<file path="src/design/dmac_pkg.sv">
package dmac_pkg;

  localparam int DefChannels = 4;

  typedef enum logic [2:0] {
    MODE_REG_WR  = 3'd0,
    MODE_REG_RD  = 3'd1,
    MODE_PAGE_WR = 3'd2,
    MODE_PAGE_RD = 3'd3,
    MODE_XFER    = 3'd4
  } mode_code_t;

  localparam logic [3:0] REG_STATUS     = 4'd8;
  localparam logic [3:0] REG_MASK_ONE   = 4'd10;
  localparam logic [3:0] REG_MODE       = 4'd11;
  localparam logic [3:0] REG_CLR_FF     = 4'd12;
  localparam logic [3:0] REG_MASTER_CLR = 4'd13;
  localparam logic [3:0] REG_CLR_MASK   = 4'd14;
  localparam logic [3:0] REG_MULTI_MASK = 4'd15;

  localparam logic [1:0] CFG_WRAP_MASK = 2'd0;
  localparam logic [1:0] CFG_WIDE      = 2'd1;
  localparam logic [1:0] CFG_REQUEST   = 2'd2;

  typedef struct packed {
    logic [2:0]  mode;
    logic [3:0]  register_index;
    logic [7:0]  write_data;
    logic [1:0]  channel;
    logic [15:0] word_count;
  } in_item_t;

  typedef struct packed {
    logic [15:0] read_data;
    logic [15:0] words_done;
    logic        reached_terminal;
    logic [23:0] start_address;
    logic        channel_masked;
  } out_item_t;

  // Commands from the controller to the datapath.
  typedef struct packed {
    logic load;     // capture item, execute register and page work, start transfer
    logic div_step; // one remainder iteration
    logic finish;   // commit transfer result
  } dp_cmd_t;

  typedef struct packed {
    logic div_busy;
  } dp_sts_t;

endpackage

</file>
<file path="src/design/dmac_ctrl.sv">
module dmac_ctrl
  import dmac_pkg::*;
(
  input  logic    clk,
  input  logic    rst_n,
  input  logic    in_valid,
  output logic    in_ready,
  output logic    out_valid,
  input  logic    out_ready,
  input  dp_sts_t sts,
  output dp_cmd_t cmd
);

  typedef enum logic [1:0] {S_IDLE, S_WORK, S_OUT} state_t;

  state_t state_r, state_nxt;

  assign in_ready  = (state_r == S_IDLE);
  assign out_valid = (state_r == S_OUT);

  always_comb begin
    state_nxt    = state_r;
    cmd          = '0;
    cmd.load     = in_valid && in_ready;
    case (state_r)
      S_IDLE: begin
        if (in_valid) state_nxt = S_WORK;
      end
      S_WORK: begin
        if (sts.div_busy) begin
          cmd.div_step = 1'b1;
        end else begin
          cmd.finish = 1'b1;
          state_nxt  = S_OUT;
        end
      end
      S_OUT: begin
        if (out_ready) state_nxt = S_IDLE;
      end
      default: state_nxt = S_IDLE;
    endcase
  end

  always_ff @(posedge clk) begin
    if (!rst_n) begin
      state_r <= S_IDLE;
    end else begin
      state_r <= state_nxt;
    end
  end

`ifndef SYNTH
  a_out_after_work: assert property (@(posedge clk) disable iff (!rst_n)
    $rose(out_valid) |-> $past(state_r) == S_WORK) else $error("out without work");
  a_no_accept_busy: assert property (@(posedge clk) disable iff (!rst_n)
    out_valid |-> !in_ready) else $error("accept while result pending");
  a_finish_once: assert property (@(posedge clk) disable iff (!rst_n)
    cmd.finish |=> !cmd.finish) else $error("double finish");
`endif

endmodule

</file>
<file path="src/design/dmac_datapath.sv">
module dmac_datapath
  import dmac_pkg::*;
#(
  parameter int CHANNELS = DefChannels
) (
  input  logic        clk,
  input  logic        rst_n,
  input  in_item_t    in_item,
  input  dp_cmd_t     cmd,
  output dp_sts_t     sts,
  output out_item_t   out_item,
  input  logic        cfg_we,
  input  logic [1:0]  cfg_index,
  input  logic [15:0] cfg_wdata
);

  localparam int CW = (CHANNELS > 1) ? $clog2(CHANNELS) : 1;

  logic [15:0] base_addr_r [CHANNELS];
  logic [15:0] cur_addr_r  [CHANNELS];
  logic [15:0] base_cnt_r  [CHANNELS];
  logic [15:0] cur_cnt_r   [CHANNELS];
  logic [7:0]  page_r      [CHANNELS];
  logic [CHANNELS-1:0] auto_r, incr_r, mask_r, tc_r;
  logic ff_r;
  logic [15:0] wrap_r;
  logic wide_r;
  logic [3:0] req_r;

  // Transfer work registers.
  logic xfer_r;          // auto-init reload pending commit
  logic [CW-1:0] xch_r;
  logic xok_r;
  logic [16:0] rem_r;     // remainder being reduced
  logic [16:0] period_r;
  logic [4:0] bit_r;
  logic busy_r;
  out_item_t res_r;

  logic [3:0] ch_ext;
  logic ch_ok;
  logic [CW-1:0] ch;
  logic [3:0] rch_ext;
  logic rch_ok;
  logic [CW-1:0] rch;
  logic [CW-1:0] dch;
  logic [3:0] dch_ext;
  logic dch_ok;
  logic ff_new;
  logic [15:0] rval;
  logic [15:0] amask;
  logic [16:0] left;
  logic [16:0] want;
  logic [16:0] extra;
  logic [23:0] pbase;
  logic [33:0] trial;
  logic [7:0] stat;
  out_item_t res_ld;
  logic xfer_ld;

  assign ch_ext  = {2'b0, in_item.channel};
  assign ch_ok   = ch_ext < 4'(CHANNELS);
  assign ch      = CW'(in_item.channel);
  assign rch_ext = {2'b0, in_item.register_index[2:1]};
  assign rch_ok  = rch_ext < 4'(CHANNELS);
  assign rch     = CW'(in_item.register_index[2:1]);
  assign dch_ext = {2'b0, in_item.write_data[1:0]};
  assign dch_ok  = dch_ext < 4'(CHANNELS);
  assign dch     = CW'(in_item.write_data[1:0]);
  assign ff_new  = ~ff_r;
  assign rval    = in_item.register_index[0] ? cur_cnt_r[rch] : cur_addr_r[rch];
  assign amask   = cur_addr_r[ch] & wrap_r;
  assign left    = {1'b0, cur_cnt_r[ch]} + 17'd1;
  assign want    = {1'b0, in_item.word_count};
  assign extra   = want - left;
  assign pbase   = wide_r ? {page_r[ch][7:1], 17'd0} : {page_r[ch], 16'd0};
  // Restoring remainder: one quotient bit per cycle, high bit first.
  assign trial   = {17'd0, period_r} << bit_r;
  assign sts.div_busy = busy_r;
  assign out_item = res_r;

  always_comb begin
    stat = '0;
    for (int c = 0; c < 4; c++) begin
      if (c < CHANNELS) begin
        stat[c]   = tc_r[c];
        stat[4+c] = req_r[c];
      end
    end
  end

  // Result fields known at load time; the mask bit is added on finish.
  always_comb begin
    res_ld  = '0;
    xfer_ld = 1'b0;
    case (in_item.mode)
      MODE_REG_RD: begin
        if (in_item.register_index < 4'd8) begin
          if (rch_ok) begin
            res_ld.read_data = ff_new ? {8'd0, rval[7:0]} : {8'd0, rval[15:8]};
          end else begin
            res_ld.read_data = 16'hffff;
          end
        end else if (in_item.register_index == REG_STATUS) begin
          res_ld.read_data = {8'd0, stat};
        end else begin
          res_ld.read_data = 16'hffff;
        end
      end
      MODE_PAGE_RD: if (ch_ok) res_ld.read_data = {8'd0, page_r[ch]};
      MODE_XFER: begin
        if (ch_ok) begin
          res_ld.start_address = pbase + (wide_r ? {7'd0, amask, 1'b0} : {8'd0, amask});
          if (want < left) begin
            res_ld.words_done = in_item.word_count;
          end else begin
            res_ld.reached_terminal = 1'b1;
            if (auto_r[ch]) begin
              res_ld.words_done = in_item.word_count;
              xfer_ld = 1'b1;
            end else begin
              res_ld.words_done = left[15:0];
            end
          end
        end
      end
      default: ;
    endcase
  end

  always_ff @(posedge clk) begin
    if (!rst_n) begin
      for (int c = 0; c < CHANNELS; c++) begin
        base_addr_r[c] <= '0;
        cur_addr_r[c]  <= '0;
        base_cnt_r[c]  <= '0;
        cur_cnt_r[c]   <= '0;
        page_r[c]      <= '0;
      end
      auto_r <= '0;
      incr_r <= '1;
      mask_r <= '1;
      tc_r   <= '0;
      ff_r   <= 1'b0;
      wrap_r <= 16'hffff;
      wide_r <= 1'b0;
      req_r  <= '0;
      busy_r <= 1'b0;
      xfer_r <= 1'b0;
    end else begin
      if (cfg_we) begin
        case (cfg_index)
          CFG_WRAP_MASK: wrap_r <= cfg_wdata;
          CFG_WIDE:      wide_r <= cfg_wdata[0];
          CFG_REQUEST:   req_r  <= cfg_wdata[3:0];
          default: ;
        endcase
      end
      if (cmd.load) begin
        res_r  <= res_ld;
        xfer_r <= xfer_ld;
        xch_r  <= ch;
        xok_r  <= ch_ok;
        case (in_item.mode)
          MODE_REG_WR: begin
            if (in_item.register_index < 4'd8) begin
              if (rch_ok) begin
                ff_r <= ff_new;
                if (in_item.register_index[0]) begin
                  if (ff_new) begin
                    base_cnt_r[rch][7:0] <= in_item.write_data;
                    cur_cnt_r[rch][7:0]  <= in_item.write_data;
                  end else begin
                    base_cnt_r[rch][15:8] <= in_item.write_data;
                    cur_cnt_r[rch][15:8]  <= in_item.write_data;
                  end
                end else begin
                  if (ff_new) begin
                    base_addr_r[rch][7:0] <= in_item.write_data;
                    cur_addr_r[rch][7:0]  <= in_item.write_data;
                  end else begin
                    base_addr_r[rch][15:8] <= in_item.write_data;
                    cur_addr_r[rch][15:8]  <= in_item.write_data;
                  end
                end
              end
            end else begin
              case (in_item.register_index)
                REG_MASK_ONE: if (dch_ok) mask_r[dch] <= in_item.write_data[2];
                REG_MODE: begin
                  if (dch_ok) begin
                    auto_r[dch] <= in_item.write_data[4];
                    incr_r[dch] <= in_item.write_data[5];
                  end
                end
                REG_CLR_FF: ff_r <= 1'b0;
                REG_MASTER_CLR: begin
                  mask_r <= '1;
                  tc_r   <= '0;
                  ff_r   <= 1'b0;
                end
                REG_CLR_MASK: mask_r <= '0;
                REG_MULTI_MASK: begin
                  for (int c = 0; c < CHANNELS; c++) mask_r[c] <= in_item.write_data[c];
                end
                default: ;
              endcase
            end
          end
          MODE_REG_RD: begin
            if (in_item.register_index < 4'd8) begin
              if (rch_ok) ff_r <= ff_new;
            end else if (in_item.register_index == REG_STATUS) begin
              tc_r <= '0;
            end
          end
          MODE_PAGE_WR: if (ch_ok) page_r[ch] <= in_item.write_data;
          MODE_XFER: begin
            if (ch_ok) begin
              if (want < left) begin
                cur_addr_r[ch] <= amask + in_item.word_count;
                cur_cnt_r[ch]  <= cur_cnt_r[ch] - in_item.word_count;
              end else begin
                tc_r[ch] <= 1'b1;
                if (auto_r[ch]) begin
                  rem_r    <= extra;
                  period_r <= {1'b0, base_cnt_r[ch]} + 17'd1;
                  bit_r    <= 5'd16;
                  busy_r   <= 1'b1;
                  cur_addr_r[ch] <= amask;
                end else begin
                  cur_addr_r[ch] <= amask + left[15:0];
                  cur_cnt_r[ch]  <= 16'hffff;
                  mask_r[ch]     <= 1'b1;
                end
              end
            end
          end
          default: ;
        endcase
      end
      if (cmd.div_step) begin
        if ({17'd0, rem_r} >= trial) rem_r <= rem_r - trial[16:0];
        if (bit_r == 5'd0) busy_r <= 1'b0;
        else bit_r <= bit_r - 5'd1;
      end
      if (cmd.finish) begin
        if (xfer_r) begin
          cur_addr_r[xch_r] <= base_addr_r[xch_r] + rem_r[15:0];
          cur_cnt_r[xch_r]  <= base_cnt_r[xch_r] - rem_r[15:0];
        end
        res_r.channel_masked <= xok_r ? mask_r[xch_r] : 1'b1;
      end
    end
  end

`ifndef SYNTH
  a_rem_bound: assert property (@(posedge clk) disable iff (!rst_n)
    $fell(busy_r) |-> rem_r < period_r) else $error("remainder not reduced");
  a_busy_xfer: assert property (@(posedge clk) disable iff (!rst_n)
    busy_r |-> xfer_r) else $error("divider busy without transfer");
  a_term_done: assert property (@(posedge clk) disable iff (!rst_n)
    $rose(busy_r) |-> res_r.reached_terminal) else $error("reload without terminal");
`endif

endmodule

</file>
<file path="src/design/dma_controller_channels_core.sv">
// Each item is accepted in S_IDLE, processed in S_WORK and presented in S_OUT; an auto-init
// transfer that reaches terminal count stays in S_WORK while the bit-serial remainder unit
// runs. One item is in flight at a time: a new item is accepted only after the last result
// has been taken at the output.
// Reset: synchronous active-low rst_n restores all channel registers and config.
module dma_controller_channels_core
  import dmac_pkg::*;
#(
  parameter int CHANNELS = DefChannels
) (
  input  logic        clk,
  input  logic        rst_n,
  input  logic        in_valid,
  output logic        in_ready,
  input  in_item_t    in_data,
  output logic        out_valid,
  input  logic        out_ready,
  output out_item_t   out_data,
  input  logic        cfg_we,
  input  logic [1:0]  cfg_index,
  input  logic [15:0] cfg_wdata
);

  dp_cmd_t cmd;
  dp_sts_t sts;

  dmac_ctrl u_ctrl (
    .clk       (clk),
    .rst_n     (rst_n),
    .in_valid  (in_valid),
    .in_ready  (in_ready),
    .out_valid (out_valid),
    .out_ready (out_ready),
    .sts       (sts),
    .cmd       (cmd)
  );

  dmac_datapath #(.CHANNELS(CHANNELS)) u_dp (
    .clk       (clk),
    .rst_n     (rst_n),
    .in_item   (in_data),
    .cmd       (cmd),
    .sts       (sts),
    .out_item  (out_data),
    .cfg_we    (cfg_we),
    .cfg_index (cfg_index),
    .cfg_wdata (cfg_wdata)
  );

endmodule

</file>
<file path="config.mk">
export PLATFORM = sky130hd
export DESIGN_NAME = dma_controller_channels_core
export DESIGN_NICKNAME = d
export VERILOG_FILES = /design/src/design/dmac_pkg.sv /design/src/design/dmac_ctrl.sv /design/src/design/dmac_datapath.sv /design/src/design/dma_controller_channels_core.sv
export SDC_FILE = /design/constraint.sdc
export NUM_CORES = 1
export LEC_CHECK = 0
export BUFFER_PORTS_ARGS = -buffer_cell sky130_fd_sc_hd__buf_4
export CAP_MARGIN = 20
export CORE_UTILIZATION = 40
export DETAILED_ROUTE_END_ITERATION = 10
export PLACE_DENSITY_LB_ADDON = 0.25
export SETUP_SLACK_MARGIN = 0.2
export SYNTH_ARGS = -nofsm -noshare
export SYNTH_HDL_FRONTEND = slang
export SYNTH_SLANG_ARGS = --single-unit
</file>
<file path="constraint.sdc">
create_clock -name clk -period 8.3 [get_ports clk]
set_input_delay 1.66 -clock clk [delete_from_list [all_inputs] [get_ports clk]]
set_output_delay 1.66 -clock clk [all_outputs]
set_load 0.05 [all_outputs]
</file>
Yosys cells after proc, flatten, opt, wreduce, memory -nomap -nowiden:

Memories as Yosys holds them, arrays and structs flattened. A register that Yosys moved wholly into a read port is not among the register bits.
Cells that the tools add are included.

* bits in registers: 138
* bits in writable memories: 288
* input bits: 56
* output and inout port bits: 60
* word-level logic and storage cells: 283
* memories kept: 5

* $add $sub $neg: 11
* magnitude comparators: 11
* equality and inequality tests: 29
* shift-type cells: 1
* mux-type cells: 164
* bitwise logic cells: 9
* reduce and logical (&&, ||, !) cells: 33

Memories
* u_dp.base_addr_r: words 4, bits a word 16, read ports 1, clocked after Yosys merged registers in 1, wr ports 4, line dmac_datapath.sv:19 `logic [15:0] base_addr_r [CHANNELS];`
* u_dp.base_cnt_r: words 4, bits a word 16, read ports 2, clocked after Yosys merged registers in 1, wr ports 4, line dmac_datapath.sv:21 `logic [15:0] base_cnt_r [CHANNELS];`
* u_dp.cur_addr_r: words 4, bits a word 16, read ports 2, clocked after Yosys merged registers in 0, wr ports 4, line dmac_datapath.sv:20 `logic [15:0] cur_addr_r [CHANNELS];`
* u_dp.cur_cnt_r: words 4, bits a word 16, read ports 2, clocked after Yosys merged registers in 0, wr ports 4, line dmac_datapath.sv:22 `logic [15:0] cur_cnt_r [CHANNELS];`
* u_dp.page_r: words 4, bits a word 8, read ports 1, clocked after Yosys merged registers in 0, wr ports 4, line dmac_datapath.sv:23 `logic [7:0] page_r [CHANNELS];`

Operator list (number)
* $mux 16: 17
* $mux 17: 9
* $reduce_or 16->1: 8
* $mux 1: 82
* $add 16x16->16: 3
* $mux 2: 23
* $mux 4: 11
* $mux 5: 7
* $add 16x1->17 const B: 2
* $ge 17x34->1: 1
* $shl 17x5->34: 1
* $pmux 16 s2: 1
* $sub 16x16->16: 2
* $eq 4x4->1 const B: 7
* $add 24x17->24: 1
* $mux 8: 3
* $lt 2x3->1 const B: 6
* $lt 16x17->1: 1
* $sub 16x17->17: 1
* $sub 17x17->17: 1
* $and 16x16->16: 1
* $pmux 4 s4: 1
* $reduce_and 8->1: 2
* $ne 2x2->1 const B: 7
* 34 further kinds: 60

Depth between registers and ports, before layout:

Gate-level depths: netlist of the first run.

* depth in word-level cells: 14
* depth in mapped cells: 21
* gate-level depth less buffers: 18

Cells and area by module:

Synthesis of the first run repeated with hierarchy kept, for this count alone.

* cells, all modules: 2489
* area total of the unflattened synthesis: 26990.9 µm²

By module, submodules not included
* dmac_datapath: times used 1, cells an instance 2478, area each 26870.8 µm², sequential area each 12171.7 µm²
* dmac_ctrl: times used 1, cells an instance 11, area each 120.1 µm², sequential area each 40.0 µm²

Worst setup path after synthesis of the first run:

OpenSTA, ideal clock, no wires.

* path type: input to register
* start: in in_data[16] (netlist name)
* end: mem u_dp.cur_addr_r[0][15], data pin
* library setup time: 0.273 ns
* data arrival time: 6.176 ns
* required time: 8.027 ns
* setup slack: 1.852 ns
* stages: 19
* buffers on the path: 5
* path through: buf_6 -> buf_6 -> buf_1 -> buf_1 -> mux4_2 -> and2_1 -> clkbuf_1 -> ha_1 -> a211oi_1 -> o21ai_0 -> a41o_1 -> a21oi_1 -> maj3_1 -> o211ai_1 -> a21oi_1 -> xnor2_1 -> o211ai_1 -> a211oi_1 -> nor3b_1

RTL lines
* from (decl): line dma_controller_channels_core.sv:15 `input in_item_t in_data,`
* to (decl): line dmac_datapath.sv:20

==> results.py, run 1 <==
metrics = {
    "outcome": {
        "status": "complete, no violations",
    },
    "worst_setup_path": {
        "crit_slowest_cell": "mux4_2",
        "slowest_delay_ns": 0.67,
        "reg2reg_from": "u_dp.cur_cnt_r[2][2]",
        "critPathMaxFanout": 22,
        "cpMostUsedCell": "buf_4",
        "crit_path_start": "in_data[16]",
        "arrival_ns": 7.10,
        "reg2regPathDepth": 15,
        "path_cells": "buf_4 > buf_4 > mux4_2 > xnor2_1 > ha_1 > or2_2 > a21oi_1 > a211oi_1 > a221oi_4 > a21o_1 > buf_4 > nor2_1 > a21oi_1 > o221ai_1 > nor2b_1",
        "cp-end-kind": "flop",
        "startpoint_type": "input pin",
        "reg2reg_to": "u_dp.cur_addr_r[0][7]",
        "rrSetupSlack_ns": 2.81,
        "required_ns": 8.64,
        "critPathTopFamily": "compound AO/OA/AOI/OAI gates",
        "critPathBufInv": 3,
        "path_class": "input pin to flop",
    },
    "logic_synthesis": {
        "syn_avg_cell_area_um2": 10.8,
        "syn_inst": 2436,
        "syn_area_um2": 26400,
        "synthArstFlopShare_pct": 0,
        "synth-edff-count": 380,
        "synth_nets": 2608,
        "synth-main-ff-cell": "edfxtp_1",
        "synth_warnings": 0,
        "synth_cell_types": 83,
        "ys_ff_latch": 420,
        "seq_area_frac_synth_pct": 46.2,
    },
    "power": {
        "p_switching_mw": 1.71,
        "powerDensity_nw_per_um2": 194,
        "power.total_mw": 5.77,
        "peakVddDrop_uv": 139,
        "switching_share_pct": 29.6,
        "leakagePower_nw": 11.4,
        "power_frac_seq_pct": 42.3,
        "p_clk_share_pct": 36.9,
        "pwr-share-comb_pct": 20.8,
        "intPower_mw": 4.06,
    },
    "timing": {
        "rsz0062_at_grt": "false",
        "final.setup.tns_ns": 0,
        "fin_skew_ns": 0.0444,
        "setup_violations": 0,
        "fin_crit_sh_pct": 81.4,
        "tightest_slew_ns": 1.10,
        "maxSlewViolCount": 0,
        "setup_slack_ns": 1.54,
        "hold_viol": 0,
        "max_freq_ghz": 0.148,
        "fin_crit_ns": 6.76,
        "maxSlewHeadroom_pct": 26.6,
    },
    "finish": {
        "fin_util_pct": 45.8,
        "areaGrowthSynthToFinish_pct": 12.4,
        "fill_cells": 5948,
        "final_nets": 2688,
        "finalInstanceArea_um2": 29700,
        "final_common_cell": "edfxtp_1",
        "drive_above_1_share_pct": 15.9,
        "final_cell_mix": "edfxtp_1 (380), nor2_1 (347), nand2_1 (222), buf_4 (146), a21oi_1 (142)",
    },
    "cts": {
        "clock-root-buffer": "clkbuf_16",
        "htreeDepth": 2,
        "worstSkewPairLatency_ns": 0.61,
        "clk_pin_slew_ns": 0.06,
        "postCtsResizedCells": 0,
        "clock_path_buffers": 3,
        "cts_buffers": 47,
        "clkSinkCount": 420,
        "cts_hold_buffers": 0,
        "post_cts_buffers": 0,
        "cts_tree": "built",
    },
    "die": {
        "io_pins": 116,
        "start_util_pct": 40.7,
        "die_w_um": 259,
        "rows": 93,
        "design.core.area_um2": 64800,
        "die_area_um2": 67000,
        "die-height_um": 259,
    },
    "detailed_routing": {
        "drc": 0,
        "wl_per_cell_um": 24.6,
        "drtIter0Drc": 2426,
        "first_pass_iters": 6,
        "drt-vias-per-instance": 6.01,
        "wirelength_mm": 83.9,
        "vias": 20514,
        "ant_nets": 0,
    },
    "global_routing": {
        "grt_pass1_wl_mm": 124,
        "grt_antenna_before_repair": 0,
        "overflow": 0,
        "grt_max_degree": 50,
        "grt_pass1_vias": 19504,
        "grt_use_total_pct": 24.8,
    },
    "min_path": {
        "hold_depth": 2,
        "worstHoldEndpoint": "u_dp.auto_r[0]",
        "hold_start": "u_dp.auto_r[0]",
        "hp-class": "flop to flop",
    },
    "place": {
        "hpwl_mm": 62.9,
        "postPlaceCellArea_um2": 28100,
        "gp_congestion": 0.941,
        "pre_cts_slack_ns": 1.01,
        "portBuffers": 115,
    },
    "job": {
        "maxCapViolCount": 0,
    },
}
[cell families after synthesis]
kind of cell	synth area share, %
buffers and inverters	3.84
xor gates and xnor gates	3.90
adders and majority gates	5.73
muxes	13.8
other	0.0142
DFF	46.2
and+or+nand+nor	15.3
AOI/OAI and AO/OA	11.1
[power by group through the flow]
stage               registers [mW]  clock network, mW  logic, mW
detailed placement            2.49                  0       1.17
global route                  2.45               2.23       1.28
finish                        2.44               2.13       1.20
CTS                           2.44               2.16       1.18
floorplan                     2.50                  0      0.773
global placement              2.48                  0       1.16
[flip-flops by register name (all words and copies together), names as in the netlist, named ones only]
| signal | cells |
|---|---|
| u_dp.req_r | 4 |
| u_dp.bit_r | 5 |
| u_dp.ff_r | 1 |
| u_dp.wrap_r | 16 |
| u_dp.base_addr_r | 64 |
| u_dp.tc_r | 4 |
| u_dp.auto_r | 4 |
| u_dp.xch_r | 2 |
| u_dp.out_item | 51 |
| u_dp.rem_r | 17 |
| u_dp.period_r | 17 |
| u_dp.xfer_r | 1 |
| u_dp.sts | 1 |
| u_dp.cur_addr_r | 64 |
| u_dp.mask_r | 4 |
| u_dp.page_r | 32 |
| u_dp.base_cnt_r | 64 |
| u_dp.cur_cnt_r | 64 |
| u_ctrl.state_r | 2 |
| u_dp.wide_r | 1 |
[worst register-to-register path, delay by kind of cell, from the launching register on]
family	cells	cell delay [ns]
buffers and inverters	1	0.31
XOR/XNOR	1	0.57
adder cells (fa/ha/maj)	1	0.41
AO/OA/AOI/OAI	6	2.01
multiplexers	1	0.67
AND/OR/NAND/NOR	5	0.86
flip-flops	1	0.41
[worst max path at each step]
| stage | to | depth (start not counted) |
|---|---|---|
| 3_3_place_gp | u_dp.cur_addr_r[0][0] | 13 |
| 4_1_cts | u_dp.cur_addr_r[0][7] | 15 |
| 6_report | u_dp.cur_addr_r[0][7] | 15 |
| 3_5_place_dp | u_dp.cur_addr_r[0][7] | 15 |
| 2_1_floorplan | u_dp.cur_addr_r[0][15] | 19 |
| 5_1_grt | u_dp.cur_addr_r[0][0] | 13 |
[Yosys cell counts (5+ instances only)]
master     number  area, um2
a2111oi_0       5       43.8
a211oi_1       27        203
a21boi_0        5       37.5
a21o_1         21        158
a21oi_1       142        711
a31oi_1        22        138
a32oi_1         5       43.8
and2_1         35        219
and3_1         37        231
buf_1          23       86.3
buf_2          10       50.1
buf_4           7       52.6
clkbuf_1       74        278
dfxtp_1        40        801
edfxtp_1      380      11400
fa_1            7        140
ha_1          109       1360
inv_1         137        514
mux2_2          8       90.1
mux2i_1        40        400
mux4_2        138       3110
nand2_1       223        837
nand2b_1       22        138
nand3_1        62        310
nand3b_1        6       45.0
nand4_1        10       62.6
nor2_1        348       1310
nor2b_1        38        238
nor3_1         41        205
nor3b_1        12       90.1
nor4_1          8       50.1
o211ai_1       20        150
o21a_1         26        195
o21ai_0        89        445
o21bai_1        8       60.1
o22ai_1        20        125
o31a_1          6       52.6
o31ai_1         7       52.6
or2_2          15       93.8
or3_1           8       50.1
xnor2_1        67        587
xor2_1         48        420
[per-layer routing]
metal  up-vias  global-route usage [%]  routed length [um]
met5         -                       0                   0
met4         0                    6.87                2150
met3       122                    3.57                7010
met2       934                    39.5               38700
met1     10263                    35.3               36000
li1       9195                       -                   -
[area by class of cell]
type	count	area, um2	share of cell area (%)
Clock inverter	23	234	0.788
Tap cell	855	1070	3.60
Timing Repair Buffer	147	1110	3.74
Sequential cell	420	12200	41.1
Antenna cell	1	2.50	0.00843
Inverter	140	526	1.77
Clock buffer	65	1340	4.50
Multi-Input combinational cell	1760	13200	44.4
[per-stage QoR]
step                      hold WS [ns]  instances
after floorplan                  0.432       2436
after global placement           0.440       3320
after detailed placement         0.455       3320
after CTS                        0.466       3408
after global routing             0.484       3410
final                            0.469       3411
(Power assumes the default switching activity.)
==> run 2: changes to the inputs <==
Clock period 8.3 ns to 6.1 ns, I/O delays scaled along.
==> run 2 against run 1 <==
Die area unchanged. Critical path depth up 2. Cell area up 1.2%. Largest power group unchanged. Highest routed layer is now met5.
==> results.py, run 2 (synthesis results as in run 1) <==
metrics = {
    "outcome": {
        "status": "complete, no violations",
    },
    "finish": {
        "drive_above_1_share_pct": 17.4,
        "final_cell_mix": "edfxtp_1 (380), nor2_1 (347), nand2_1 (222), buf_4 (182), a21oi_1 (142)",
        "fill_cells": 5919,
        "final_nets": 2724,
        "areaGrowthSynthToFinish_pct": 13.7,
        "diodes": 0,
        "final_common_cell": "edfxtp_1",
    },
    "worst_setup_path": {
        "arrival_ns": 5.76,
        "path_cells": "buf_4 > mux4_1 > nand3_1 > xor2_1 > inv_1 > ha_1 > o21ai_0 > o21ai_0 > a41o_1 > a21oi_1 > maj3_1 > o211ai_1 > a21oi_1 > xnor2_1 > o211ai_1 > a211oi_1 > nor3b_1",
        "crit_path_start": "in_data[16]",
        "path_class": "input pin to flop",
        "critPathMaxFanout": 10,
        "cp.depth": 17,
        "critPathBufInv": 2,
        "reg2regPathDepth": 14,
        "crit_slowest_cell": "mux4_1",
        "required_ns": 6.43,
        "reg2reg_from": "u_dp.bit_r[1]",
        "slowest_delay_ns": 0.73,
        "critPathTopFamily": "compound AO/OA/AOI/OAI gates",
        "startpoint_type": "input pin",
        "cp-end-kind": "flop",
    },
    "cts": {
        "clkSinkCount": 420,
        "cts_hold_buffers": 0,
        "postCtsResizedCells": 0,
        "clock-root-buffer": "clkbuf_16",
        "post_cts_buffers": 0,
        "clock_path_buffers": 3,
        "htreeDepth": 2,
        "worstSkewPairLatency_ns": 0.61,
        "cts_buffers": 46,
        "cts_tree": "built",
        "clk_pin_slew_ns": 0.06,
    },
    "die": {
        "start_util_pct": 40.7,
        "design.core.area_um2": 64800,
        "die-height_um": 259,
        "die_w_um": 259,
        "rows": 93,
        "die_area_um2": 67000,
        "io_pins": 116,
    },
    "detailed_routing": {
        "drt-vias-per-instance": 5.94,
        "vias": 20466,
        "first_pass_iters": 6,
        "drtIter0Drc": 2407,
        "ant_nets": 0,
        "wl_per_cell_um": 24.3,
        "wirelength_mm": 83.7,
        "drc": 0,
    },
    "timing": {
        "max_freq_ghz": 0.184,
        "fin_crit_ns": 5.43,
        "fin_crit_sh_pct": 89.1,
        "maxSlewHeadroom_pct": 25.7,
        "rsz0062_at_grt": "false",
        "final.setup.tns_ns": 0,
        "setup_violations": 0,
        "tightest_slew_ns": 1.11,
        "fin_skew_ns": 0.0421,
        "maxSlewViolCount": 0,
        "hold_viol": 0,
    },
    "global_routing": {
        "grt_pass1_wl_mm": 125,
        "grt_pass1_vias": 19970,
        "grt_max_degree": 56,
        "grt_use_total_pct": 24.9,
        "grt_antenna_before_repair": 1,
        "overflow": 0,
    },
    "power": {
        "powerDensity_nw_per_um2": 264,
        "power.total_mw": 7.92,
        "peakVddDrop_uv": 190,
        "leakagePower_nw": 11.6,
    },
    "min_path": {
        "hp-class": "flop to flop",
        "hold_start": "u_dp.auto_r[0]",
        "hold_depth": 2,
    },
    "place": {
        "gp_congestion": 0.925,
        "portBuffers": 115,
        "hpwl_mm": 62.9,
    },
    "job": {
        "maxCapViolCount": 0,
    },
}
-- run 2: cell types whose count changed in the layout (fill, tap and decap cells not counted), sizes merged --
cell      delta
clkinv       -1
clkbuf       +4
diode        -1
buf         +37
clkinvlp     -4
bufinv       -1
-- run 2: report_power, final --
group          switching [mW]  total, mW  internal [mW]
Combinational            1.01       1.64          0.631
Clock                    1.22       2.95           1.72
Sequential             0.0799       3.33           3.25
-- run 2: area by class of cell --
class                      instances  area (um2)  share of cell area, %
inverter                         140         526                   1.75
multi-input combinational       1760       13200                   43.9
tap                              855        1070                   3.56
sequential                       420       12200                   40.7
clock buffer                      69        1430                   4.77
timing repair buffer             184        1410                   4.71
clock inverter                    17         180                  0.600
-- run 2: tightest hold or removal path, cell delays in order (launching register included) --
cell     delay, ns
dfxtp_1       0.30
nand2_1       0.05
a21oi_1       0.05
-- run 2: through the flow --
| step | cells | setup WS (ns) | utilization (%) | hold WS (ns) | area [um2] |
|---|---|---|---|---|---|
| 6_report | 3445 | 0.667 | 46.3 | 0.456 | 30000 |
| 4_1_cts | 3444 | 0.744 | 46.3 | 0.458 | 30000 |
| 2_1_floorplan | 2436 | 0.222 | - | 0.432 | 26400 |
| 3_3_place_gp | 3358 | 0.188 | 43.8 | 0.442 | 28400 |
| 5_1_grt | 3445 | 0.390 | 46.3 | 0.494 | 30000 |
| 3_5_place_dp | 3358 | 0.150 | 43.8 | 0.450 | 28400 |
-- run 2: path summary, 6_finish.rpt --
kind / to / slack [ns]
min: u_dp.auto_r[0] / 0.46
max: u_dp.cur_addr_r[0][15] / 0.67
min reg2reg: u_dp.auto_r[0] / 0.46
max reg2reg: u_dp.rem_r[16] / 1.16
-- run 2: routing by layer --
layer | track usage, % | up-vias | routed length [um]
li1 | - | 9261 | -
met2 | 39.3 | 925 | 38300
met5 | 0 | - | 12
met4 | 7.77 | 2 | 2520
met3 | 3.88 | 147 | 7310
met1 | 35.1 | 10131 | 35600
==> run 3: changes to the inputs <==
Clock period 6.1 ns to 4.8 ns, I/O delays scaled along.
==> run 3 against run 2 <==
Worst setup slack worse by 0.35 ns. Cell area up 6.1%. Utilization up 2.8 points. Cell count up 5.8%. Total power up 30%. Clock-buffer cell count down 14. Sequential cell count unchanged. Sequential share of layout area down 2.3 points. Global-route usage up 0.52 points. First-iteration DRC count down 5.3%. Non-clock buffer count up 196.
==> results.py, run 3 (synthesis results as in run 1) <==
metrics = {
    "global_routing": {
        "grt_pass1_wl_mm": 128,
        "overflow": 0,
        "grt_pass1_vias": 20563,
        "grt_antenna_before_repair": 3,
        "grt_max_degree": 59,
        "grt_use_total_pct": 25.4,
    },
    "worst_setup_path": {
        "critPathMaxFanout": 13,
        "crit_slowest_cell": "a211o_4",
        "required_ns": 5.16,
        "cpMostUsedCell": "buf_4",
        "reg2regPathDepth": 15,
        "arrival_ns": 4.85,
        "cp-end-kind": "flop",
        "startpoint_type": "input pin",
        "path_class": "input pin to flop",
        "path_cells": "buf_4 > buf_4 > buf_12 > mux4_2 > and3_1 > and4_1 > and2_1 > xnor2_1 > ha_1 > o21ai_0 > nand2b_1 > a21oi_1 > a31o_2 > a211o_4 > nand2_4 > buf_12 > buf_4 > o21ai_0 > o21ai_0 > buf_4 > nor2_1",
        "slowest_delay_ns": 0.39,
    },
    "place": {
        "gp_congestion": 0.928,
        "portBuffers": 115,
        "hpwl_mm": 66.0,
        "postPlaceCellArea_um2": 30100,
        "pre_cts_slack_ns": -0.447,
    },
    "cts": {
        "cts_buffers": 47,
        "clock_path_buffers": 3,
        "clock-root-buffer": "clkbuf_16",
        "clkSinkCount": 420,
        "worstSkewPairLatency_ns": 0.61,
        "htreeDepth": 2,
        "cts_tree": "built",
        "clk_pin_slew_ns": 0.06,
        "cts_hold_buffers": 0,
    },
    "min_path": {
        "hold_depth": 2,
        "hp-class": "flop to flop",
    },
    "job": {
        "maxCapViolCount": 0,
    },
    "power": {
        "power_frac_seq_pct": 41.1,
        "leakagePower_nw": 12.6,
        "powerDensity_nw_per_um2": 322,
        "switching_share_pct": 29.7,
        "pwr-share-comb_pct": 23.5,
        "p_clk_share_pct": 35.4,
        "p_switching_mw": 3.05,
        "peakVddDrop_uv": 232,
        "intPower_mw": 7.22,
    },
    "die": {
        "rows": 93,
        "die_area_um2": 67000,
        "design.core.area_um2": 64800,
        "die_w_um": 259,
        "start_util_pct": 40.7,
        "die-height_um": 259,
        "io_pins": 116,
    },
    "detailed_routing": {
        "drc": 0,
        "vias": 21221,
        "wl_per_cell_um": 23.6,
        "drt-vias-per-instance": 5.82,
        "ant_nets": 0,
        "wirelength_mm": 85.9,
        "drtIter0Drc": 2280,
        "first_pass_iters": 6,
    },
    "finish": {
        "final_cell_mix": "edfxtp_1 (380), buf_4 (369), nor2_1 (346), nand2_1 (216), mux4_2 (139)",
        "finalInstanceArea_um2": 31900,
        "final_nets": 2921,
        "final_common_cell": "edfxtp_1",
        "drive_above_1_share_pct": 25.1,
        "areaGrowthSynthToFinish_pct": 20.6,
    },
    "timing": {
        "setup_slack_ns": 0.319,
        "fin_skew_ns": 0.0230,
        "maxSlewViolCount": 0,
        "fin_crit_ns": 4.48,
        "fin_crit_sh_pct": 93.4,
        "hold_viol": 0,
        "fin_hold_ws_ns": 0.460,
        "max_freq_ghz": 0.223,
        "setup_violations": 0,
        "rsz0062_at_grt": "true",
        "maxSlewHeadroom_pct": 25.7,
        "tightest_slew_ns": 1.11,
    },
    "outcome": {
        "status": "complete, no violations",
    },
}
-- run 3: cell count changes in the layout (fill, tap and decap cells not counted), sizes merged --
cell      previous run  this run
buf                184       380
clkbuf              69        55
clkinv              15        24
clkinvlp             0         4
bufinv               2         4
diode                0         2
inv                140       141
-- run 3: worst paths after layout --
kind | start | slack [ns] | endpoint
worst max-delay path | in_data[17] | 0.32 | u_dp.cur_cnt_r[2][6]
worst max register to register | u_dp.bit_r[0] | 0.39 | u_dp.rem_r[16]
worst min register to register | u_dp.auto_r[0] | 0.46 | u_dp.auto_r[0]
worst min-delay path | u_dp.auto_r[0] | 0.46 | u_dp.auto_r[0]
-- run 3: worst max-delay path: cells and delay by family --
family	cells	cell delay [ns]
buf+inv	6	1.09
fa+ha+maj	1	0.32
compound gates	6	1.18
xor+xnor	1	0.14
mux	1	0.30
simple gates	6	0.83
-- run 3: repair_timing --
item | in CTS | in global routing
gates resized for setup | 3 | 33
setup buffers | 0 | 4
pin swaps | 0 | 7
setup endpoints to repair | 5 | 198
cloned | 0 | 0
hold endpoints to repair | 0 | 0
-- run 3: through the flow --
stage	TNS, ns	utilization, %	power [mW]	cells
global placement	-46.66	46.5	6.60	3551
finish	0	49.1	10.3	3645
CTS	0	48.9	10.3	3639
detailed placement	-64.08	46.5	6.63	3551
floorplan	0	-	5.69	2436
global route	0	49.1	10.6	3644
-- run 3: cell type report --
cell class,count,area [um2]
inverters,140,528
repair buffers,380,2970
fillers,5840,33000
flip-flops and latches,420,12200
clock buffers,55,1230
clock inverters,33,313
diodes,2,5.00
well taps,855,1070
multi-input cells,1760,13500
-- run 3: power groups by stage --
stage	logic (mW)	clock network, mW	registers, mW
finish	2.41	3.64	4.22
CTS	2.36	3.68	4.22
floorplan	1.37	0	4.32
detailed placement	2.34	0	4.29
global placement	2.32	0	4.29
global route	2.58	3.81	4.23
-- run 3: metal layers --
metal | vias up | wire length [um] | track usage (%)
li1 | 9650 | - | -
met3 | 153 | 6860 | 3.89
met5 | - | 11 | 0
met2 | 861 | 39500 | 40.0
met4 | 2 | 2980 | 9.27
met1 | 10555 | 36500 | 35.5
